<file path="src/hw/rtl/sll_pkg.sv">
// ----------------------------------------------------------------------------
// sll_pkg
// Shared constants and types for the sorted linked list engine.
// ----------------------------------------------------------------------------
package sll_pkg;

   localparam int unsigned SLL_DEPTH = 16;

   localparam logic OP_INSERT = 1'b0;
   localparam logic OP_DELETE = 1'b1;

   localparam logic [1:0] ST_DONE    = 2'd0;
   localparam logic [1:0] ST_FULL    = 2'd1;
   localparam logic [1:0] ST_EMPTY   = 2'd2;
   localparam logic [1:0] ST_MISSING = 2'd3;

   typedef struct packed {
      logic key_we;
      logic link_we;
      logic free_we;
      logic list_re;
      logic free_re;
   } sll_mem_ctl_type;

endpackage

</file>
<file path="src/hw/rtl/sorted_linked_list_engine_core.sv">
// ----------------------------------------------------------------------------
// sorted_linked_list_engine_core
// Sorted linked list of signed keys in a slot store, with a free slot list.
// ----------------------------------------------------------------------------
// One transaction at a time. A full insert or an empty delete goes straight
// to the result stage. Otherwise the walk steps past one list slot per cycle,
// bounded by the registered read of the key and link memories feeding the
// next address; a missed delete then goes to the result stage, a removal
// unlinks and frees the slot first, an insert at the head writes the new slot
// first, and an insert behind a list slot writes the new slot and then
// relinks its predecessor. The request side is ready again from the edge that
// raises the result, unless an earlier result is still waiting. No clearing
// pass after reset: a fill count stands in for the initial free list.
module sorted_linked_list_engine_core
   import sll_pkg::*;
#(
   parameter int unsigned DEPTH = SLL_DEPTH
) (
   input  logic        clock,
   input  logic        reset,
   input  logic        req_tvalid,
   output logic        req_tready,
   input  logic [31:0] req_tdata,   // [31:0] key
   input  logic [0:0]  req_tuser,   // [0] opcode
   output logic        rsp_tvalid,
   input  logic        rsp_tready,
   output logic [7:0]  rsp_tdata    // [1:0] status, [5:2] slot, [7:6] zero
);

   localparam int unsigned PW = $clog2(DEPTH + 1);
   localparam int unsigned SW = $clog2(DEPTH);

   sll_mem_ctl_type ctl;
   logic [SW-1:0]   list_raddr;
   logic [SW-1:0]   free_raddr;
   logic [SW-1:0]   key_waddr;
   logic [31:0]     key_wdata;
   logic [SW-1:0]   link_waddr;
   logic [PW-1:0]   link_wdata;
   logic [SW-1:0]   free_waddr;
   logic [PW-1:0]   free_wdata;
   logic [31:0]     key_rd;
   logic [PW-1:0]   link_rd;
   logic [PW-1:0]   free_rd;
   logic [1:0]      rsp_status;
   logic [3:0]      rsp_slot;

   sll_seq #(
      .DEPTH(DEPTH)
   ) u_seq (
      .clock      (clock),
      .reset      (reset),
      .req_tvalid (req_tvalid),
      .req_tready (req_tready),
      .req_opcode (req_tuser[0]),
      .req_key    (req_tdata),
      .rsp_tvalid (rsp_tvalid),
      .rsp_tready (rsp_tready),
      .rsp_status (rsp_status),
      .rsp_slot   (rsp_slot),
      .ctl        (ctl),
      .list_raddr (list_raddr),
      .free_raddr (free_raddr),
      .key_waddr  (key_waddr),
      .key_wdata  (key_wdata),
      .link_waddr (link_waddr),
      .link_wdata (link_wdata),
      .free_waddr (free_waddr),
      .free_wdata (free_wdata),
      .key_rd     (key_rd),
      .link_rd    (link_rd),
      .free_rd    (free_rd)
   );

   sll_store #(
      .DEPTH(DEPTH)
   ) u_store (
      .clock      (clock),
      .ctl        (ctl),
      .list_raddr (list_raddr),
      .free_raddr (free_raddr),
      .key_waddr  (key_waddr),
      .key_wdata  (key_wdata),
      .link_waddr (link_waddr),
      .link_wdata (link_wdata),
      .free_waddr (free_waddr),
      .free_wdata (free_wdata),
      .key_rd     (key_rd),
      .link_rd    (link_rd),
      .free_rd    (free_rd)
   );

   assign rsp_tdata = {2'b00, rsp_slot, rsp_status};

endmodule

</file>
<file path="src/hw/rtl/sll_store.sv">
// ----------------------------------------------------------------------------
// sll_store
// Slot store: key, list link and free link memories with registered reads.
// ----------------------------------------------------------------------------
module sll_store
   import sll_pkg::*;
#(
   parameter int unsigned DEPTH = SLL_DEPTH
) (
   input  logic                            clock,
   input  sll_mem_ctl_type                 ctl,
   input  logic [$clog2(DEPTH)-1:0]        list_raddr,
   input  logic [$clog2(DEPTH)-1:0]        free_raddr,
   input  logic [$clog2(DEPTH)-1:0]        key_waddr,
   input  logic [31:0]                     key_wdata,
   input  logic [$clog2(DEPTH)-1:0]        link_waddr,
   input  logic [$clog2(DEPTH+1)-1:0]      link_wdata,
   input  logic [$clog2(DEPTH)-1:0]        free_waddr,
   input  logic [$clog2(DEPTH+1)-1:0]      free_wdata,
   output logic [31:0]                     key_rd,
   output logic [$clog2(DEPTH+1)-1:0]      link_rd,
   output logic [$clog2(DEPTH+1)-1:0]      free_rd
);

   localparam int unsigned PW = $clog2(DEPTH + 1);

   logic [31:0]   key_mem  [DEPTH];
   logic [PW-1:0] link_mem [DEPTH];
   logic [PW-1:0] free_mem [DEPTH];

   always_ff @(posedge clock) begin
      if (ctl.key_we) begin
         key_mem[key_waddr] <= key_wdata;
      end
      if (ctl.list_re) begin
         key_rd <= key_mem[list_raddr];
      end
   end

   always_ff @(posedge clock) begin
      if (ctl.link_we) begin
         link_mem[link_waddr] <= link_wdata;
      end
      if (ctl.list_re) begin
         link_rd <= link_mem[list_raddr];
      end
   end

   always_ff @(posedge clock) begin
      if (ctl.free_we) begin
         free_mem[free_waddr] <= free_wdata;
      end
      if (ctl.free_re) begin
         free_rd <= free_mem[free_raddr];
      end
   end

endmodule

</file>
<file path="src/hw/rtl/sll_seq.sv">
// ----------------------------------------------------------------------------
// sll_seq
// Sequencer: list walk with less-than and not-equal key comparators, relink,
// free list update and result register.
// ----------------------------------------------------------------------------
module sll_seq
   import sll_pkg::*;
#(
   parameter int unsigned DEPTH = SLL_DEPTH
) (
   input  logic                            clock,
   input  logic                            reset,
   input  logic                            req_tvalid,
   output logic                            req_tready,
   input  logic                            req_opcode,
   input  logic signed [31:0]              req_key,
   output logic                            rsp_tvalid,
   input  logic                            rsp_tready,
   output logic [1:0]                      rsp_status,
   output logic [3:0]                      rsp_slot,
   output sll_mem_ctl_type                 ctl,
   output logic [$clog2(DEPTH)-1:0]        list_raddr,
   output logic [$clog2(DEPTH)-1:0]        free_raddr,
   output logic [$clog2(DEPTH)-1:0]        key_waddr,
   output logic [31:0]                     key_wdata,
   output logic [$clog2(DEPTH)-1:0]        link_waddr,
   output logic [$clog2(DEPTH+1)-1:0]      link_wdata,
   output logic [$clog2(DEPTH)-1:0]        free_waddr,
   output logic [$clog2(DEPTH+1)-1:0]      free_wdata,
   input  logic [31:0]                     key_rd,
   input  logic [$clog2(DEPTH+1)-1:0]      link_rd,
   input  logic [$clog2(DEPTH+1)-1:0]      free_rd
);

   localparam int unsigned PW = $clog2(DEPTH + 1);
   localparam int unsigned SW = $clog2(DEPTH);
   localparam logic [PW-1:0] NIL = PW'(DEPTH);

   localparam logic [2:0] S_IDLE   = 3'd0;
   localparam logic [2:0] S_WALK   = 3'd1;
   localparam logic [2:0] S_LINK   = 3'd2;
   localparam logic [2:0] S_LINK2  = 3'd3;
   localparam logic [2:0] S_UNLINK = 3'd4;
   localparam logic [2:0] S_RESP   = 3'd5;

   logic [2:0]         state_ff, state_in;
   logic [PW-1:0]      head_ff, head_in;
   logic [PW-1:0]      free_head_ff, free_head_in;
   logic [PW-1:0]      fill_ff, fill_in;
   logic               rsp_valid_ff, rsp_valid_in;

   logic               op_ff, op_in;
   logic signed [31:0] key_ff, key_in;
   logic [PW-1:0]      prev_ff, prev_in;
   logic [PW-1:0]      pres_ff, pres_in;
   logic [1:0]         stat_ff, stat_in;
   logic [PW-1:0]      slot_ff, slot_in;
   logic [1:0]         rsp_status_ff, rsp_status_in;
   logic [3:0]         rsp_slot_ff, rsp_slot_in;

   logic               live;
   logic               key_lt;
   logic               key_ne;
   logic               advance;
   logic [PW+3:0]      slot_ext;

   assign live     = pres_ff != NIL;
   assign key_lt   = $signed(key_rd) < key_ff;
   assign key_ne   = key_rd != key_ff;
   assign advance  = live && ((op_ff == OP_INSERT) ? key_lt : key_ne);
   assign slot_ext = (PW + 4)'(slot_ff);

   always_comb begin
      state_in      = state_ff;
      head_in       = head_ff;
      free_head_in  = free_head_ff;
      fill_in       = fill_ff;
      rsp_valid_in  = rsp_valid_ff && !rsp_tready;
      op_in         = op_ff;
      key_in        = key_ff;
      prev_in       = prev_ff;
      pres_in       = pres_ff;
      stat_in       = stat_ff;
      slot_in       = slot_ff;
      rsp_status_in = rsp_status_ff;
      rsp_slot_in   = rsp_slot_ff;
      ctl           = '0;
      list_raddr    = head_ff[SW-1:0];
      free_raddr    = free_head_ff[SW-1:0];
      key_waddr     = free_head_ff[SW-1:0];
      key_wdata     = key_ff;
      link_waddr    = free_head_ff[SW-1:0];
      link_wdata    = pres_ff;
      free_waddr    = pres_ff[SW-1:0];
      free_wdata    = free_head_ff;

      case (state_ff)
         S_IDLE: begin
            if (req_tvalid) begin
               op_in   = req_opcode;
               key_in  = req_key;
               prev_in = NIL;
               pres_in = head_ff;
               slot_in = '0;
               if (req_opcode == OP_INSERT) begin
                  if (free_head_ff == NIL) begin
                     stat_in  = ST_FULL;
                     state_in = S_RESP;
                  end else begin
                     ctl.list_re = head_ff != NIL;
                     ctl.free_re = free_head_ff != fill_ff;
                     state_in    = S_WALK;
                  end
               end else begin
                  if (head_ff == NIL) begin
                     stat_in  = ST_EMPTY;
                     state_in = S_RESP;
                  end else begin
                     ctl.list_re = 1'b1;
                     state_in    = S_WALK;
                  end
               end
            end
         end
         S_WALK: begin
            if (advance) begin
               prev_in     = pres_ff;
               pres_in     = link_rd;
               ctl.list_re = link_rd != NIL;
               list_raddr  = link_rd[SW-1:0];
            end else if (op_ff == OP_INSERT) begin
               state_in = S_LINK;
            end else if (!live) begin
               stat_in  = ST_MISSING;
               slot_in  = '0;
               state_in = S_RESP;
            end else begin
               state_in = S_UNLINK;
            end
         end
         S_LINK: begin
            ctl.key_we  = 1'b1;
            ctl.link_we = 1'b1;
            // untouched slots form the free list tail in index order
            if (free_head_ff == fill_ff) begin
               free_head_in = free_head_ff + PW'(1);
               fill_in      = fill_ff + PW'(1);
            end else begin
               free_head_in = free_rd;
            end
            stat_in = ST_DONE;
            slot_in = free_head_ff;
            if (prev_ff != NIL) begin
               state_in = S_LINK2;
            end else begin
               head_in  = free_head_ff;
               state_in = S_RESP;
            end
         end
         S_LINK2: begin
            ctl.link_we = 1'b1;
            link_waddr  = prev_ff[SW-1:0];
            link_wdata  = slot_ff;
            state_in    = S_RESP;
         end
         S_UNLINK: begin
            if (prev_ff != NIL) begin
               ctl.link_we = 1'b1;
               link_waddr  = prev_ff[SW-1:0];
               link_wdata  = link_rd;
            end else begin
               head_in = link_rd;
            end
            ctl.free_we  = 1'b1;
            free_head_in = pres_ff;
            stat_in      = ST_DONE;
            slot_in      = pres_ff;
            state_in     = S_RESP;
         end
         S_RESP: begin
            if (!rsp_valid_ff || rsp_tready) begin
               rsp_valid_in  = 1'b1;
               rsp_status_in = stat_ff;
               rsp_slot_in   = slot_ext[3:0];
               state_in      = S_IDLE;
            end
         end
         default: begin
            state_in = S_IDLE;
         end
      endcase
   end

   always_ff @(posedge clock) begin
      if (reset) begin
         state_ff     <= S_IDLE;
         head_ff      <= NIL;
         free_head_ff <= '0;
         fill_ff      <= '0;
         rsp_valid_ff <= 1'b0;
      end else begin
         state_ff     <= state_in;
         head_ff      <= head_in;
         free_head_ff <= free_head_in;
         fill_ff      <= fill_in;
         rsp_valid_ff <= rsp_valid_in;
      end
   end

   always_ff @(posedge clock) begin
      op_ff         <= op_in;
      key_ff        <= key_in;
      prev_ff       <= prev_in;
      pres_ff       <= pres_in;
      stat_ff       <= stat_in;
      slot_ff       <= slot_in;
      rsp_status_ff <= rsp_status_in;
      rsp_slot_ff   <= rsp_slot_in;
   end

   assign req_tready = state_ff == S_IDLE;
   assign rsp_tvalid = rsp_valid_ff;
   assign rsp_status = rsp_status_ff;
   assign rsp_slot   = rsp_slot_ff;

endmodule

</file>
<file path="config.mk">
export PLATFORM = sky130hd
export DESIGN_NAME = sorted_linked_list_engine_core
export DESIGN_NICKNAME = d
export VERILOG_FILES = /design/src/hw/rtl/sll_pkg.sv /design/src/hw/rtl/sorted_linked_list_engine_core.sv /design/src/hw/rtl/sll_store.sv /design/src/hw/rtl/sll_seq.sv
export SDC_FILE = /design/constraint.sdc
export NUM_CORES = 1
export LEC_CHECK = 0
export ABC_AREA = 1
export BUFFER_PORTS_ARGS = -buffer_cell sky130_fd_sc_hd__buf_2
export CAP_MARGIN = 20
export CORE_MARGIN = 1.5
export CORE_UTILIZATION = 35
export CTS_BUF_LIST = sky130_fd_sc_hd__clkbuf_4 sky130_fd_sc_hd__clkbuf_8
export CTS_CLUSTER_SIZE = 30
export DETAILED_ROUTE_END_ITERATION = 12
export SYNTH_ARGS = -nofsm -noshare
export SYNTH_HDL_FRONTEND = slang
export SYNTH_SLANG_ARGS = --single-unit
</file>
<file path="constraint.sdc">
create_clock -name clock -period 5.2 [get_ports clock]
set_input_delay 0.78 -clock clock [delete_from_list [all_inputs] [get_ports clock]]
set_output_delay 0.78 -clock clock [all_outputs]
set_load 0.01 [all_outputs]
</file>
### Word-level counts from Yosys, hierarchy flattened

Memories as Yosys holds them, arrays and structs flattened. A register that Yosys moved wholly into a read port is not among the register bits.
Index checks and enable logic that the tools add are counted.

* bits of input ports: 37
* memories: 3
* bits in registers: 75
* bits in writable memories: 672
* output and inout bits: 10

* eq/ne operators: 24
* reduce and logical (&&, ||, !) cells: 21
* mux-type cells: 61
* order comparisons: 1
* $add $sub $neg: 2

Memory list
* u_store.key_mem: words 16, bits a word 32, rd ports 1, clocked after Yosys merged registers in 1, write ports 1, line sll_store.sv:27 `logic [31:0] key_mem [DEPTH];`
* u_store.free_mem: words 16, bits a word 5, rd ports 1, clocked after Yosys merged registers in 1, write ports 1, line sll_store.sv:29 `logic [PW-1:0] free_mem [DEPTH];`
* u_store.link_mem: words 16, bits a word 5, rd ports 1, clocked after Yosys merged registers in 1, write ports 1, line sll_store.sv:28 `logic [PW-1:0] link_mem [DEPTH];`

Operators with widths (count)
* 2-to-1 mux 5 bit: 12
* case mux 5 bit (2 select lines): 5
* < comparator 32 bit: 1
* != test 32 bit: 1
* 2-to-1 mux 3 bit: 8
* != test 5 bit (second input constant): 4
* case mux 5 bit (4 select lines): 1
* 2-to-1 mux 1 bit: 18
* 2-to-1 mux 2 bit: 9
* case mux 3 bit (5 select lines): 1
* 2-to-1 mux 4 bit: 3
* adder 5 x 1 -> 5 bit (second input constant): 2
* == test 5 bit (second input constant): 2
* != test 2 bit (second input constant): 5
* AND reduction 3 bit: 3
* case mux 4 bit (2 select lines): 1
* AND reduction 7 bit: 1
* == test 3 x 2 -> 1 bit (second input constant): 2
* == test 3 bit (second input constant): 2
* != test 2 x 1 -> 1 bit (second input constant): 3
* case mux 2 bit (3 select lines): 1
* AND reduction 2 bit: 3
* OR reduction 2 bit: 3
* == test 5 bit: 1
* other kinds (13): 17

### Longest topological paths before layout

Gate-level depths: netlist (run 1).

* depth in word-level cells: 5
* depth in mapped cells: 26

### Cells and area by module

From an unflattened synthesis (run 1), not the netlist that was laid out.

* cells, all modules: 3316
* area, all modules: 34578.2 um^2

Modules (own cells, without submodules)
* sll_store: sequential area each 21440.6 um^2, instances 1, cells an instance 2834, area an instance 30310.3 um^2
* sll_seq: sequential area each 2062.0 um^2, instances 1, cells an instance 479, area an instance 4249.1 um^2
* sorted_linked_list_engine_core: sequential area each 0.0 um^2, instances 1, cells an instance 3, area an instance 18.8 um^2

### Worst setup path after synthesis (run 1)

Ideal clock, no wire load.

* path type: reg-to-reg
* start point: reg u_seq.free_head_ff[2], in the netlist u_seq.free_wdata[2]
* end point: mem u_store.key_mem[7][0] (enable)
* cell stages (with the launch flop): 6
* slack: 1.213 ns
* clock period less this slack: 3.987 ns
* buffers on the path: 1
* arrival: 3.526 ns
* library setup time: 0.461 ns
* path through: dfxtp_1 > clkbuf_1 > inv_1 > nor2_1 > inv_1 > nor3_1

RTL lines
* start: declaration: line sll_seq.sv:48 `logic [PW-1:0] free_head_ff, free_head_in;`
* start signal: assignment: line sll_seq.sv:204 `free_head_ff <= free_head_in;`
* end: declaration: line sll_store.sv:27

Straight into the memory's write port.

### Final worst setup path (run 1)

* start point: reg u_seq.key_ff[11], in the netlist u_seq.key_wdata[11]
* end point: reg u_store.key_rd[25], read port of u_store.key_mem, data pin

* word-level cells in the longest chain between the ends: 5
* elaborated cells on any way between the ends: 8
* those cells by class: 1 x order compare; 1 x eq/ne; 5 x mux; 1 x reduce/logical

RTL lines
* start: declaration: line sll_seq.sv:53 `logic signed [31:0] key_ff, key_in;`
* start signal: assignment: line sll_seq.sv:212 `key_ff <= key_in;`
* < comparator 32 bit / != test 32 bit (equally long branches): line sll_seq.sv:68, sll_seq.sv:69
* 2-to-1 mux 1 bit (*): line sll_seq.sv:70 `assign advance = live && ((op_ff == OP_INSERT) ? key_lt : key_ne);`
* logical AND 1 bit (*): line sll_seq.sv:70
* 2-to-1 mux 1 bit / 2-to-1 mux 4 bit (equally long branches): line sll_seq.sv:126 `if (advance) begin`
* case mux 1 bit (2 select lines) / 2-to-1 mux 4 bit (equally long branches): line sll_seq.sv:97 `case (state_ff)`
* end: declaration: line sll_store.sv:20 `output logic [31:0] key_rd,`

Every way passes the cells marked *; elsewhere a longest branch is shown, timed or not.
A chain may end at the register's enable or synchronous reset.

==> insert_results.sql, run 1 <==
INSERT INTO impl_metrics (metric_group, metric, value, unit) VALUES
('critical_path', 'worstPathBufferInverterCount', '3', ''),
('synthesis', 'yosysWarningCount', '0', ''),
('grt', 'grt_antenna_before_repair', '4', ''),
('clocking', 'tritoncts', 'yes', ''),
('synthesis', 'synth_edf_count', '770', ''),
('floorplan', 'dieArea', '101000', 'µm²'),
('grt', 'grt_usage', '0.185', ''),
('critical_path', 'path_common_cell', 'sky130_fd_sc_hd__nand2_1', ''),
('timing', 'worst_hold_margin', '171', 'ps'),
('floorplan', 'core', '98100', 'µm²'),
('critical_path', 'cp.required', '5720', 'ps'),
('grt', 'grt_first_pass_wirelength', '140000', 'µm'),
('synthesis', 'synthesis.instances', '3180', ''),
('grt', 'met2_usage', '0.292', ''),
('grt', 'overflow', '0', ''),
('critical_path', 'critical_path.cell_chain', 'inv_1 -> ha_1 -> nand2_1 -> inv_2 -> nand3_1 -> nor2_1 -> nand2_1 -> nand2_1 -> nand2_1 -> nand2_1 -> nand2_1 -> nand3_2 -> nand4_4 -> nand2_8 -> buf_4 -> nand2_1 -> nand3_1 -> nand3_1 -> nand3_1 -> nand2_1', ''),
('timing', 'final.period_utilization', '0.908', ''),
('drt', 'avgViaCountPerCell', '4.95', ''),
('synthesis', 'netlist_top_cells_area', 'sky130_fd_sc_hd__edfxtp_1, sky130_fd_sc_hd__nand3_1, sky130_fd_sc_hd__inv_1', ''),
('drt', 'postRouteWirelength', '92000', 'µm'),
('timing', 'actual_slew_at_the_worst_max_slew_pin', '1090', 'ps'),
('synthesis', 'yosys.cell_types.count', '40', ''),
('drt', 'drt_iter0_drc', '2291', ''),
('timing', 'hold_viol', '0', ''),
('critical_path', 'path_class', 'flop to flop', ''),
('layout', 'layout_cells_sized_above_1', '0.107', ''),
('synthesis', 'post-synth-top-count-cell', 'sky130_fd_sc_hd__edfxtp_1', ''),
('layout', 'num-fill-cells', '9403', ''),
('timing', 'slew-limit-headroom', '0.273', ''),
('placed_design', 'port_buffers', '44', ''),
('clocking', 'cts_resized', '0', ''),
('placed_design', 'routability_congestion_estimate', '0.810', ''),
('synthesis', 'syn_area', '34600', 'µm²'),
('layout', 'syn2layout_area_growth', '13.2', '%'),
('synthesis', 'yosysSeqAreaShare', '0.680', ''),
('critical_path', 'timing.critical_path.slowest_cell_delay', '710', 'ps'),
('timing', 'final.setup.tns', '0', 'ps'),
('synthesis', 'synth_top_flop_cell', 'sky130_fd_sc_hd__edfxtp_1', ''),
('clocking', 'numCtsBuffers', '138', ''),
('layout', 'number_of_nets_in_the_layout', '3349', ''),
('grt', 'largest_net_degree_at_the_start_of_global_routing', '149', ''),
('job', 'cap_viol_max_count', '0', ''),
('critical_path', 'setup.worst_path.end_class', 'flop', ''),
('clocking', 'cts-htree-levels', '4', ''),
('synthesis', 'post_synth_most_frequent_cells', 'sky130_fd_sc_hd__edfxtp_1, sky130_fd_sc_hd__nand3_1, sky130_fd_sc_hd__inv_1', ''),
('clocking', 'post-cts-setup-buffer-count', '0', ''),
('grt', 'use_met3', '0.0389', ''),
('outcome', 'status', 'complete, no violations', ''),
('synthesis', 'syn-mean-instance-area', '10.9', 'µm²'),
('floorplan', 'io_pins', '47', ''),
('placed_design', 'hpwlAfterDp', '48500', 'µm'),
('clocking', 'clockBufferDepth', '3', ''),
('synthesis', 'ys_seq_elements', '789', ''),
('synthesis', 'asyncSetResetFlopFracSynth', '0', ''),
('floorplan', 'die_height', '317', 'µm'),
('hold_path', 'class_of_the_most_critical_hold_timing_path', 'input port to flop', ''),
('timing', 'finalMaxSlewViolations', '0', ''),
('floorplan', 'start_util', '0.352', ''),
('synthesis', 'synth.top_cell.area_share', '0.669', ''),
('timing', 'rsz0062_at_grt', 'no', ''),
('timing', 'achievable_frequency', '0.212', 'GHz'),
('grt', 'busiest_layer', 'met2', ''),
('drt', 'drt-pass1-iter-count', '6', ''),
('critical_path', 'start_kind', 'flop', ''),
('drt', 'wl_per_cell', '19.7', 'µm'),
('drt', 'dr_total_vias', '23146', ''),
('clocking', 'hold_buf_count_cts', '0', ''),
('drt', 'drtAntennaViolNets', '0', ''),
('critical_path', 'critical-path-slowest-cell', 'sky130_fd_sc_hd__nand2_8', ''),
('clocking', 'cts-root-buf', 'sky130_fd_sc_hd__clkbuf_8', ''),
('pwr', 'power.density_cell_area', '511', 'nW/µm²');
[path summary, 6_finish.rpt]
kind / startpoint / endpoint / slack (ps) / cells past startpoint
worst max register to register: u_seq.key_wdata[11] / u_store.key_rd[25] / 480 / 20
worst min-delay path: req_tdata[19] / u_seq.key_wdata[19] / 170 / 1
worst max-delay path: u_seq.key_wdata[11] / u_store.key_rd[25] / 480 / 20
worst min register to register: u_seq.fill_ff[4] / u_seq.fill_ff[4] / 490 / 1
[area by class of cell]
class | count | area (µm²) | share of cell area
Antenna cell | 1 | 2.50 | 0.0000640
Clock buffer | 185 | 2280 | 0.0582
Tap cell | 1287 | 1610 | 0.0412
Timing Repair Buffer | 114 | 856 | 0.0219
Clock inverter | 65 | 399 | 0.0102
Sequential cell | 789 | 23500 | 0.601
Multi-Input combinational cell | 1644 | 8260 | 0.211
Inverter | 588 | 2210 | 0.0566
[placed cells by master (no fill, tap or decap), types with 4 or more instances in the layout]
cell and count:
sky130_fd_sc_hd__o21ai_0 65, sky130_fd_sc_hd__nand4_1 11, sky130_fd_sc_hd__nor2_4 14, sky130_fd_sc_hd__o211ai_1 6, sky130_fd_sc_hd__inv_8 4, sky130_fd_sc_hd__a31oi_1 10, sky130_fd_sc_hd__dfxtp_1 18, sky130_fd_sc_hd__clkbuf_8 142
sky130_fd_sc_hd__nand2_1 574, sky130_fd_sc_hd__ha_1 37, sky130_fd_sc_hd__nor2_1 122, sky130_fd_sc_hd__buf_2 45, sky130_fd_sc_hd__clkinv_1 42, sky130_fd_sc_hd__nand3b_1 110, sky130_fd_sc_hd__buf_12 9, sky130_fd_sc_hd__edfxtp_1 770
sky130_fd_sc_hd__clkinv_2 12, sky130_fd_sc_hd__buf_4 60, sky130_fd_sc_hd__o22ai_1 27, sky130_fd_sc_hd__xor2_1 4, sky130_fd_sc_hd__inv_6 6, sky130_fd_sc_hd__inv_2 5, sky130_fd_sc_hd__a21oi_1 21, sky130_fd_sc_hd__clkbuf_4 43
sky130_fd_sc_hd__inv_1 579, sky130_fd_sc_hd__nand3_1 606
[layer usage]
metal	share of wire	wire length, µm	vias to the layer above
met3	0.073	6680	157
met2	0.46	42700	871
met1	0.44	40500	11218
met4	0.023	2100	0
li1	-	-	10900
met5	0	0	-
[cells by family after synthesis]
logic type	after synthesis	share of synthesized area
AOI/OAI and AO/OA	146	0.0241
xor gates and xnor gates	5	0.00127
buffers and inverters	748	0.0869
adders and majority gates	37	0.0134
DFF	789	0.680
other	1	0.000109
and+or+nand+nor	1454	0.194
[report_power, final]
part | internal [W] | leakage, nW | switching [W]
registers | 0.00804 | 7.14 | 0.000375
logic | 0.00166 | 7.08 | 0.00435
clock network | 0.00301 | 1.41 | 0.00256
total | 0.0127 | 15.6 | 0.00728
[registers in the layout, summed over array words and instances, names as in the netlist, 32 cells and up]
name,cells
u_store.key_mem,512
u_store.free_mem,80
u_store.link_mem,80
u_seq.key_wdata,32
u_store.key_rd,32
[stage by stage]
stage	power (W)	instances	cell area (µm²)	util	setup WS [ps]
global placement	0.0145	4421	36400	0.371	563
floorplan	0.0123	3181	34600	-	1210
finish	0.0200	4673	39100	0.399	476
global route	0.0211	4673	39100	0.399	74.7
CTS	0.0201	4671	39100	0.399	511
detailed placement	0.0145	4421	36400	0.371	552
Note: power is estimated with default switching activity, not from simulation.
==> inputs of run 2 (changes only) <==
Settings changed: CTS_BUF_LIST sky130_fd_sc_hd__clkbuf_4 sky130_fd_sc_hd__clkbuf_8 to sky130_fd_sc_hd__clkbuf_2, SYNTH_HIERARCHICAL from default to 1.
==> insert_results.sql, run 2 <==
INSERT INTO impl_metrics (metric_group, metric, value, unit) VALUES
('clocking', 'tritoncts', 'yes', ''),
('synthesis', 'simple_logic_cell_fraction_of_the_synthesized_area', '0.198', ''),
('layout', 'final_common_cell', 'sky130_fd_sc_hd__nand2_1', ''),
('timing', 'actual_slew_at_the_worst_max_slew_pin', '1130', 'ps'),
('hold_path', 'min_path_cells', '2', ''),
('synthesis', 'yosysSeqAreaShare', '0.680', ''),
('floorplan', 'io_pins', '47', ''),
('floorplan', 'floorplan.die.width', '317', 'µm'),
('grt', 'overflow', '0', ''),
('layout', 'number_of_nets_in_the_layout', '3610', ''),
('timing', 'hold_viol', '0', ''),
('clocking', 'cts-root-buf', 'sky130_fd_sc_hd__clkbuf_2', ''),
('grt', 'grt_pass1_vias', '22738', ''),
('floorplan', 'core', '98100', 'µm²'),
('floorplan', 'floorplan.rows', '115', ''),
('floorplan', 'start_util', '0.352', ''),
('synthesis', 'post-synth-top-count-cell', 'sky130_fd_sc_hd__nand2_1', ''),
('grt', 'busiest_layer', 'met2', ''),
('timing', 'rsz0062_at_grt', 'no', ''),
('grt', 'use_met3', '0.0335', ''),
('synthesis', 'post_synth_most_frequent_cells', 'sky130_fd_sc_hd__nand2_1, sky130_fd_sc_hd__edfxtp_1, sky130_fd_sc_hd__inv_1', ''),
('synthesis', 'syn_area', '34600', 'µm²'),
('timing', 'setup_viol', '0', ''),
('layout', 'mostFrequentLayoutCells', 'sky130_fd_sc_hd__nand2_1, sky130_fd_sc_hd__edfxtp_1, sky130_fd_sc_hd__inv_1', ''),
('synthesis', 'synth_edf_count', '770', ''),
('hold_path', 'min_to', 'u_seq/key_wdata[28]', ''),
('critical_path', 'setup.worst_path.end_class', 'flop', ''),
('clocking', 'worstSkewPairLatency', '1430', 'ps'),
('drt', 'wl_per_cell', '17.0', 'µm'),
('critical_path', 'rr_startpoint', 'u_seq/key_wdata[8]', ''),
('layout', 'syn2layout_area_growth', '12.4', '%'),
('critical_path', 'path_class', 'flop to flop', ''),
('floorplan', 'die_height', '317', 'µm'),
('critical_path', 'start_kind', 'flop', ''),
('critical_path', 'cp.required', '6420', 'ps'),
('layout', 'num-fill-cells', '9604', ''),
('critical_path', 'arrival', '5720', 'ps'),
('clocking', 'cts.sinks', '789', ''),
('grt', 'grt_usage', '0.171', ''),
('synthesis', 'ys_seq_elements', '789', ''),
('timing', 'slew-limit-headroom', '0.247', ''),
('drt', 'drt-pass1-iter-count', '6', ''),
('layout', 'top_registers', 'u_store/key_mem: 512 flops, u_store/free_mem: 80 flops, u_store/link_mem: 80 flops', ''),
('synthesis', 'syn-mean-instance-area', '10.4', 'µm²'),
('critical_path', 'reg2reg_setup_slack', '700', 'ps'),
('synthesis', 'asyncSetResetFlopFracSynth', '0', ''),
('hold_path', 'timing.hold.worst.start', 'req_tdata[28]', ''),
('floorplan', 'dieArea', '101000', 'µm²'),
('synthesis', 'yosys.cell_types.count', '39', ''),
('synthesis', 'synth_top_flop_cell', 'sky130_fd_sc_hd__edfxtp_1', ''),
('synthesis', 'synth_compound_area_frac', '0.0144', ''),
('grt', 'grt_first_pass_wirelength', '131000', 'µm'),
('timing', 'achievable_frequency', '0.222', 'GHz'),
('clocking', 'numCtsBuffers', '192', ''),
('synthesis', 'synth_top_family_by_area', 'simple AND/OR/NAND/NOR gates', ''),
('synthesis', 'yosysWarningCount', '6', ''),
('drt', 'avgViaCountPerCell', '4.66', ''),
('pwr', 'leakage', '16.5', 'nW'),
('synthesis', 'post_synth_mux_area_share', '0', ''),
('job', 'cap_viol_max_count', '0', ''),
('clocking', 'clockBufferDepth', '3', ''),
('clocking', 'cts-htree-levels', '4', ''),
('synthesis', 'synthesis.instances', '3316', ''),
('grt', 'largest_net_degree_at_the_start_of_global_routing', '149', ''),
('drt', 'drt_iter0_drc', '1862', ''),
('grt', 'met2_usage', '0.283', ''),
('synthesis', 'yosys.area_share.adder', '0.0127', ''),
('clocking', 'cts_resized', '0', ''),
('synthesis', 'synth-xor-area-share', '0.00152', ''),
('critical_path', 'critical_path_peak_fanout', '148', ''),
('layout', 'largest_reg_flops', '512', ''),
('timing', 'timing.final.crit_period', '4500', 'ps'),
('synthesis', 'netlist_top_cells_area', 'sky130_fd_sc_hd__edfxtp_1, sky130_fd_sc_hd__nand2_1, sky130_fd_sc_hd__nand3_1', ''),
('drt', 'postRouteWirelength', '84900', 'µm'),
('pwr', 'total_power', '0.0175', 'W'),
('timing', 'final.setup.tns', '0', 'ps'),
('pwr', 'max-vdd-ir-drop', '306', 'µV'),
('drt', 'dr_total_vias', '23237', ''),
('timing', 'clock-skew-final', '125', 'ps'),
('layout', 'layout_cells_sized_above_1', '0.126', ''),
('pwr', 'power.density_cell_area', '449', 'nW/µm²'),
('hold_path', 'class_of_the_most_critical_hold_timing_path', 'input port to flop', ''),
('drt', 'drc', '0', ''),
('layout', 'largest-register', 'u_store/key_mem', ''),
('clocking', 'hold_buf_count_cts', '66', ''),
('synthesis', 'synth.top_cell.area_share', '0.669', ''),
('clocking', 'post-cts-setup-buffer-count', '0', ''),
('critical_path', 'crit-reg2reg-capture', 'u_store/key_rd[0]', ''),
('placed_design', 'hpwlAfterDp', '46400', 'µm'),
('synthesis', 'synthDominantAreaCellType', 'sky130_fd_sc_hd__edfxtp_1', ''),
('timing', 'final.period_utilization', '0.865', ''),
('timing', 'finalMaxSlewViolations', '0', ''),
('clocking', 'clkSlewWorstSetupHoldPaths', '110', 'ps'),
('placed_design', 'port_buffers', '44', ''),
('grt', 'global_route.usage.met1', '0.224', ''),
('drt', 'drtAntennaViolNets', '0', ''),
('critical_path', 'reg2regPathDepth', '18', ''),
('placed_design', 'routability_congestion_estimate', '0.820', ''),
('outcome', 'status', 'complete, no violations', ''),
('grt', 'grt_antenna_before_repair', '2', '');
==> run 2: cell types whose count changed in the layout (fill, tap and decap cells not counted), moves of 7 or more <==
cell / previous run / this run
sky130_fd_sc_hd__nor2_1: 122 / 75
sky130_fd_sc_hd__nand2_1: 574 / 994
sky130_fd_sc_hd__clkbuf_2: 0 / 269
sky130_fd_sc_hd__clkbuf_4: 43 / 0
sky130_fd_sc_hd__clkbuf_8: 142 / 0
sky130_fd_sc_hd__inv_2: 5 / 17
sky130_fd_sc_hd__o22ai_1: 27 / 5
sky130_fd_sc_hd__nand3b_1: 110 / 0
sky130_fd_sc_hd__o21ai_0: 65 / 20
sky130_fd_sc_hd__dlygate4sd3_1: 0 / 66
sky130_fd_sc_hd__nand3_1: 606 / 524
sky130_fd_sc_hd__clkinv_1: 42 / 55
sky130_fd_sc_hd__inv_1: 579 / 591
sky130_fd_sc_hd__nand4_1: 11 / 4
==> run 2: logic make-up after synthesis <==
group,after synthesis
AOI/OAI and AO/OA,85
adders and majority gates,35
xor gates and xnor gates,6
DFF,789
other,1
buffers and inverters,767
and+or+nand+nor,1633
==> run 2: power by group <==
part	leakage, nW	total, W	internal (W)	switching (W)
Combinational	7.99	0.00511	0.00149	0.00361
Sequential	7.13	0.00824	0.00792	0.000323
Clock	1.33	0.00411	0.00158	0.00252
==> run 2: layer usage <==
layer	share of wire	wire, µm
met5	0	0
met3	0.055	4710
met2	0.49	41300
met4	0.020	1690
met1	0.44	37200
==> run 2: worst max-delay path by stage <==
stage | from | endpoint | slack (ps)
floorplan | u_seq/state_ff[0] | u_store/key_rd[0] | 1020
finish | u_seq/key_wdata[8] | u_store/key_rd[0] | 700
detailed placement | u_seq/key_wdata[8] | u_store/key_rd[31] | 660
global placement | u_seq/key_wdata[8] | u_store/key_rd[25] | 700
global route | u_seq/key_wdata[27] | u_store/key_rd[29] | 390
CTS | u_seq/key_wdata[10] | u_store/key_rd[31] | 650
==> run 2: critical path, cell delays in order, from the launching register on <==
cell                       delay, ps
sky130_fd_sc_hd__edfxtp_1        730
sky130_fd_sc_hd__inv_1           120
sky130_fd_sc_hd__ha_1            300
sky130_fd_sc_hd__nand4_1         110
sky130_fd_sc_hd__nor3_1          470
sky130_fd_sc_hd__nand2_1         110
sky130_fd_sc_hd__nand2_1         100
sky130_fd_sc_hd__nand2_1          70
sky130_fd_sc_hd__nand3_1          80
sky130_fd_sc_hd__nand3_1          70
sky130_fd_sc_hd__nand2_1         410
sky130_fd_sc_hd__buf_4           270
sky130_fd_sc_hd__nand2_1         100
sky130_fd_sc_hd__o21ai_4         110
sky130_fd_sc_hd__buf_12          610
sky130_fd_sc_hd__nand3_1         160
sky130_fd_sc_hd__nand3_1         100
sky130_fd_sc_hd__nand3_1         120
sky130_fd_sc_hd__nand2_1         100
==> run 2: area by class of cell <==
type | instances | area [µm²] | share of cell area
flip-flops and latches | 789 | 23500 | 0.605
multi-input cells | 1761 | 8050 | 0.207
inverters | 611 | 2310 | 0.0594
well taps | 1287 | 1610 | 0.0414
repair buffers | 183 | 1600 | 0.0413
clock buffers | 269 | 1350 | 0.0346
clock inverters | 78 | 430 | 0.0111
diodes | 5 | 12.5 | 0.000322
==> run 2: stage by stage <==
step           worst slack, ps  area [µm²]   util  hold slack (ps)  instances
2_1_floorplan             1020       34600      -              400       3317
3_3_place_gp               704       36400  0.371              428       4564
3_5_place_dp               665       36400  0.371              408       4565
4_1_cts                    649       38900  0.396             13.9       4978
5_1_grt                    389       38900  0.396             31.7       4983
6_report                   703       38900  0.396              182       4983
